--- src/rtl/core/efsa_pkg.sv ---
`timescale 1ns / 1ps
// ----------------------------------------------------------------------------
// Earliest-free server assigner package
// Shared widths, request codes, word types, the scan control type and the state type.
// ----------------------------------------------------------------------------
package efsa_pkg;

  localparam int DEF_MAX_SERVERS = 64;
  localparam int DEF_LOAD_WIDTH  = 32;

  localparam int SVC_WIDTH = 32;
  localparam int SRV_WIDTH = 7;
  localparam int ACT_WIDTH = 7;

  localparam logic REQ_CLEAR = 1'b0;
  localparam logic REQ_JOB   = 1'b1;

  typedef struct packed {
    logic                 req_type;
    logic [SVC_WIDTH-1:0] service_time;
  } in_word_t;

  typedef struct packed {
    logic [SRV_WIDTH-1:0] next_server;
    logic [SVC_WIDTH-1:0] next_load;
  } out_word_t;

  // Control part of the scan word that walks down the row of cells.
  typedef struct packed {
    logic valid;
    logic clear;
    logic add;
    logic report;
  } tok_ctl_t;

  typedef enum logic {
    ST_IDLE,
    ST_SCAN
  } state_t;

endpackage

--- src/rtl/core/efsa_cell.sv ---
`timescale 1ns / 1ps
// ----------------------------------------------------------------------------
// Earliest-free server assigner cell
// Holds one server load, applies a clear or a job add as the scan word passes,
// and forwards the running minimum to the next cell.
// ----------------------------------------------------------------------------
module efsa_cell
  import efsa_pkg::*;
#(
  parameter int INDEX      = 0,
  parameter int IDX_W      = 6,
  parameter int CNT_W      = 7,
  parameter int LOAD_WIDTH = DEF_LOAD_WIDTH
) (
  input  logic                  clk,
  input  logic                  rst,
  input  logic [CNT_W-1:0]      act_cnt,
  input  tok_ctl_t              prev_ctl,
  input  logic [SVC_WIDTH-1:0]  prev_svc,
  input  logic [IDX_W-1:0]      prev_add_idx,
  input  logic [LOAD_WIDTH-1:0] prev_best_load,
  input  logic [IDX_W-1:0]      prev_best_idx,
  output tok_ctl_t              next_ctl,
  output logic [SVC_WIDTH-1:0]  next_svc,
  output logic [IDX_W-1:0]      next_add_idx,
  output logic [LOAD_WIDTH-1:0] next_best_load,
  output logic [IDX_W-1:0]      next_best_idx
);

  localparam int SUMW = ((LOAD_WIDTH > SVC_WIDTH) ? LOAD_WIDTH : SVC_WIDTH) + 1;
  localparam logic [SUMW-1:0] SUM_MAX = SUMW'({LOAD_WIDTH{1'b1}});

  logic [LOAD_WIDTH-1:0] load;
  logic [LOAD_WIDTH-1:0] load_next;
  logic [SUMW-1:0]       sum;
  logic                  is_act;
  logic                  take;

  always_comb begin
    sum       = SUMW'(load) + SUMW'(prev_svc);
    load_next = load;
    if (prev_ctl.valid) begin
      if (prev_ctl.clear) begin
        load_next = '0;
      end else if (prev_ctl.add && (prev_add_idx == IDX_W'(INDEX))) begin
        load_next = (sum > SUM_MAX) ? {LOAD_WIDTH{1'b1}} : sum[LOAD_WIDTH-1:0];
      end
    end
    is_act = (CNT_W'(INDEX) < act_cnt);
    take   = is_act && ((INDEX == 0) || (load_next < prev_best_load));
  end

  always_ff @(posedge clk) begin
    if (rst) begin
      load     <= '0;
      next_ctl <= '0;
    end else begin
      load     <= load_next;
      next_ctl <= prev_ctl;
    end
  end

  always_ff @(posedge clk) begin
    next_svc       <= prev_svc;
    next_add_idx   <= prev_add_idx;
    next_best_load <= take ? load_next : prev_best_load;
    next_best_idx  <= take ? IDX_W'(INDEX) : prev_best_idx;
  end

endmodule

--- config.mk ---
export PLATFORM = sky130hd
export DESIGN_NAME = efsa_cell
export DESIGN_NICKNAME = d
export VERILOG_FILES = /design/src/rtl/core/efsa_pkg.sv /design/src/rtl/core/efsa_cell.sv
export SDC_FILE = /design/constraint.sdc
export NUM_CORES = 1
export LEC_CHECK = 0
export BUFFER_PORTS_ARGS = -buffer_cell sky130_fd_sc_hd__buf_2
export CAP_MARGIN = 20
export CORE_MARGIN = 5
export CORE_UTILIZATION = 30
export CTS_CLUSTER_DIAMETER = 120
export DETAILED_ROUTE_END_ITERATION = 8
export SYNTH_ARGS = -nofsm -noshare
export SYNTH_HDL_FRONTEND = slang
export SYNTH_SLANG_ARGS = --single-unit
--- constraint.sdc ---
create_clock -name clk -period 4 [get_ports clk]
set_input_delay 0.8 -clock clk [delete_from_list [all_inputs] [get_ports clk]]
set_output_delay 0.8 -clock clk [all_outputs]
set_load 0.1 [all_outputs]
# --- Yosys cells after proc, flatten, opt, wreduce, memory -nomap -nowiden ---
# Cells that the tools add are included.
# Widths: inputs -> output; s select.
totals:
  word_cells: 19
  inputBits: 89
  out_inout_bits: 80
  regBits: 112
classes:
  reduce_logical: 2
  n_mux: 5
  order_cmp: 2
  add_sub_neg: 1
ops:
  columns: ["cell", "count"]
  rows:
  - ["$mux 32", 5]
  - ["$add 32x32->33", 1]
  - ["$gt 33x32->1 const B", 1]
  - ["$lt 1x7->1 const A", 1]
  - ["$logic_not 6->1", 1]
  - ["$logic_and 1x1->1", 1]

# --- Logic depth before layout (Yosys ltp) ---
depth:
  word_depth: 7
  mapped_depth: 12
  mapped_depth_nobuf: 11

# --- Least setup slack after synthesis ---
# Ideal clock, no wire load.
synth_path:
  path_kind: "input port to flip-flop"
  start: "in prev_svc[25]"
  end: "reg next_best_load[10]"
  t_required_ns: 3.883
  cell_stages: 10
  t_arrival_ns: 3.204
  path_slack_ns: 0.679
  setup_ns: 0.117
  path_buffers: 1
  path_cell_list: "ha_1 -> buf_6 -> a21o_1 -> a21o_1 -> a21oi_2 -> nor2_1 -> a2111oi_4 -> nand3_4 -> or4b_1 -> a32o_1"
synth_between:
  elab_chain_len: 7
synth_rtl:
  columns: ["item", "line_no", "text"]
  rows:
  - ["from (decl)", "efsa_cell.sv:19", "input logic [SVC_WIDTH-1:0] prev_svc,"]
  - ["$add 32x32->33", "efsa_cell.sv:40", "sum = SUMW'(load) + SUMW'(prev_svc);"]
  - ["$gt 33x32->1", "efsa_cell.sv:46", "load_next = (sum > SUM_MAX) ? {LOAD_WIDTH{1'b1}} : sum[LOAD_WIDTH-1:0];"]
  - ["$mux 32", "efsa_cell.sv:46", null]
  - ["$mux 32", "efsa_cell.sv:45", "end else if (prev_ctl.add && (prev_add_idx == IDX_W'(INDEX))) begin"]
  - ["$mux 32", "efsa_cell.sv:43", "if (prev_ctl.clear) begin"]
  - ["$mux 32", "efsa_cell.sv:42", "if (prev_ctl.valid) begin"]
  - ["$mux 32", "efsa_cell.sv:66", "next_best_load <= take ? load_next : prev_best_load;"]
  - ["to (signal assigned)", "efsa_cell.sv:66", null]
  - ["to (decl)", "efsa_cell.sv:26", "output logic [LOAD_WIDTH-1:0] next_best_load,"]
# No other way between the ends.
# A chain may end at the register's enable or synchronous reset.

# --- Worst setup path in the final report ---
layout_path:
  start: "in prev_svc[19]"
  end: "reg next_best_load[10]"
# The elaborated chain is that of the path after synthesis.

==> results_dict.tcl <==
set metrics [dict create \
    path_class "in -> reg" \
    drtPass1Iterations 5 \
    postCtsSetupBuffers 0 \
    drv_cap 0 \
    clkTransAtPathRegs_ns 0.08 \
    initial_utilization 0.304 \
    switching_power_mw 0.760 \
    arrival_ns 3.64 \
    io_buffers 168 \
    cts_max_path_buffers 2 \
    htreeDepth 3 \
    grt_pass1_vias 4979 \
    die_area_um2 20800 \
    syn-cell-area_um2 5420 \
    gr-total-overflow 0 \
    via_per_inst 5.12 \
    grt_setup_unrepaired "false" \
    finalCriticalPeriod_ns 3.38 \
    p_int_mw 1.80 \
    fillers 1856 \
    p_leak_nw 3.23 \
    reg2reg_slack_ns 0.83 \
    clk_latency_ns 0.37 \
    grt_pass1_wl_um 27300 \
    grt_max_degree 33 \
    muxShareOfSynthArea 0.00555 \
    vias 5178 \
    clockPowerShare 0.396 \
    synth_top_family_by_area "compound AO/OA/AOI/OAI gates" \
    yosys.area_share.simple 0.170 \
    startpoint_type "primary input" \
    synth-edff-count 0 \
    nets 900 \
    hold_path.class "reg -> reg" \
    drt-initial-drc-count 289 \
    syn_inst 615 \
    report.power.total_mw 2.56 \
    slew_violations 0 \
    rows 49 \
    area_delta_synth_final_pct 26.7 \
    cts_hold_buf 0 \
    cts_buffers 9 \
    post_cts_resized 0 \
    path_max_fanout 7 \
    gp_congestion 0.926 \
    finalHoldViolCount 0 \
    multi_input_area_um2 3000 \
    powerDensity_nw_per_um2 374 \
    async_reset_ff_frac 0 \
    tightest_slew_ns 1.18 \
    yosysSeqAreaShare 0.414 \
    wl_per_cell_um 17.4 \
    grt_use_total 0.169 \
    required_ns 4.26 \
    ir_drop_v 0.000253 \
    synth_cell_types 64 \
    seqCellArea_um2 2240 \
    cts_tree "done" \
    die_y_um 144 \
    worstPathCellList "buf_2 -> ha_1 -> a21oi_1 -> o21a_1 -> o21ai_0 -> a221oi_1 -> a211o_1 -> nand3_4 -> or4b_1 -> a32o_1" \
    crit_family "compound AO/OA/AOI/OAI gates" \
    worstSetupEndpointType "flip-flop" \
    max_freq_ghz 0.296 \
    insertedDiodeCount 0 \
    synth_compound_area_frac 0.265 \
    sw_frac_of_total 0.296 \
    drtAntennaViolNets 0 \
    cts.sinks 112 \
    dieWidth_um 144 \
    synthAdderAreaFrac 0.0776 \
    root_buffer "clkbuf_16" \
    critPathBufInv 1 \
    yosysWarnings 0 \
    post-dp-hpwl_um 13200 \
    routed_wirelength_um 17600 \
    ys_ff_latch 112 \
    outcome "finished clean" \
    synth.net_count 737 \
    cpMaxStageDelayCell "or4b_1" \
    synth_ff_type "dfxtp_1" \
    fin_skew_ns 0.0111 \
    synth_xor_area_frac 0.0356 \
    slew_headroom 0.211 \
    antenna_found_initial 0 \
    slowest_delay_ns 0.56 \
    syn_area_per_cell_um2 8.81 \
    drc 0 \
    seq_power_share 0.447 \
    combPwrFrac 0.157 \
    pin_count 169 \
    post-route-period-util 0.844 \
    drive_above_1_share 0.268 \
    design.core.area_um2 17800 \
    finalSetupViolCount 0 \
    fin_setup_tns_ns 0 \
]
-- worst reg2reg max path, stage by stage, from the launching register on --
cell	delay, ns
dfxtp_1	0.35
ha_1	0.38
a21oi_1	0.33
o21a_1	0.18
o21ai_0	0.09
a221oi_1	0.45
a211o_1	0.37
nand3_4	0.10
or4b_1	0.56
a32o_1	0.26
-- cells by family (layout without fill, tap and decap cells) --
logic type / count (synthesis) / count (layout)
compound gates: 211 / 211
simple gates: 191 / 191
flops: 112 / 112
buf+inv: 43 / 211
fa+ha+maj: 33 / 33
xor+xnor: 22 / 22
mux: 3 / 3
-- synth_stat cells, types with 4 or more instances --
library cell	n	area [um2]
a211oi_1	19	143
a21o_1	27	203
a21oi_1	45	225
a31oi_1	9	56.3
and2_1	5	31.3
and3_1	17	106
clkbuf_1	26	97.6
dfxtp_1	112	2240
ha_1	32	400
inv_1	12	45.0
nand2_1	46	173
nand3_1	8	40.0
nor2_1	67	251
nor2b_1	4	25.0
nor3_1	13	65.1
nor3b_1	4	30.0
o211ai_1	8	60.1
o21a_1	4	30.0
o21ai_0	33	165
o21bai_1	14	105
o22ai_1	5	31.3
o31ai_1	17	128
or2_2	4	25.0
or3_1	6	37.5
xnor2_1	16	140
xor2_1	6	52.6
-- per-stage QoR --
step            util  std cells  setup slack (ns)  hold slack (ns)  instance area (um2)
2_1_floorplan      -        615             0.679            0.462                 5420
3_3_place_gp   0.366        996             0.387            0.520                 6530
3_5_place_dp   0.366        996             0.246            0.524                 6530
4_1_cts        0.384       1012             0.625            0.534                 6860
5_1_grt        0.384       1012             0.460            0.533                 6860
6_report       0.384       1012             0.625            0.544                 6860
-- power by group through the flow --
stage	logic [mW]	clock network [mW]	registers (mW)
after floorplan	0.100	0	1.36
after global placement	0.405	0	1.17
after detailed placement	0.404	0	1.17
after CTS	0.405	1.05	1.15
after global routing	0.427	1.09	1.15
final	0.404	1.01	1.15
-- sequential cells by signal, summed over array words and instances (netlist names) --
name / count
next_add_idx: 6
next_svc: 32
next_best_load: 32
load: 32
next_best_idx: 6
next_ctl: 4
-- area by class of cell --
cell class | instances | share of cell area
Multi-Input combinational cell | 460 | 0.438
Clock inverter | 6 | 0.0131
Timing Repair Buffer | 183 | 0.139
Tap cell | 229 | 0.0418
Sequential cell | 112 | 0.327
Clock buffer | 10 | 0.0348
Inverter | 12 | 0.00657
-- final timing paths --
| kind | from | endpoint | cells past startpoint |
|---|---|---|---|
| max | prev_svc[19] | next_best_load[10] | 10 |
| min | load[29] | load[29] | 2 |
| max reg2reg | load[19] | next_best_load[10] | 9 |
| min reg2reg | load[29] | load[29] | 2 |
-- cells in the final DEF, fill, tap and decap left out, types with 3 or more instances in the layout --
master / synthesis / layout
buf_2: 3 / 168
dfxtp_1: 112 / 112
nor2_1: 67 / 66
nand2_1: 46 / 46
a21oi_1: 45 / 45
o21ai_0: 33 / 33
ha_1: 32 / 32
a21o_1: 27 / 27
a211oi_1: 19 / 19
and3_1: 17 / 17
o31ai_1: 17 / 17
xnor2_1: 16 / 16
buf_4: 0 / 15
o21bai_1: 14 / 14
nor3_1: 13 / 13
inv_1: 12 / 12
a31oi_1: 9 / 9
clkbuf_16: 0 / 9
o211ai_1: 8 / 8
nand3_1: 8 / 8
and2_1: 5 / 6
or3_1: 6 / 6
xor2_1: 6 / 6
o22ai_1: 5 / 5
o21a_1: 4 / 4
nor2b_1: 4 / 4
or2_2: 4 / 4
nor3b_1: 4 / 4
nand4_1: 3 / 3
a221oi_1: 3 / 3
mux2i_1: 3 / 3
-- metal layers --
metal | up-vias | track usage | part of all wire
met4 | 0 | 0.0496 | 0.014
met5 | - | 0 | 0
met2 | 178 | 0.262 | 0.44
li1 | 2584 | - | -
met1 | 2398 | 0.235 | 0.47
met3 | 18 | 0.0390 | 0.072
No activity file was read; power rests on OpenSTA's default activity.
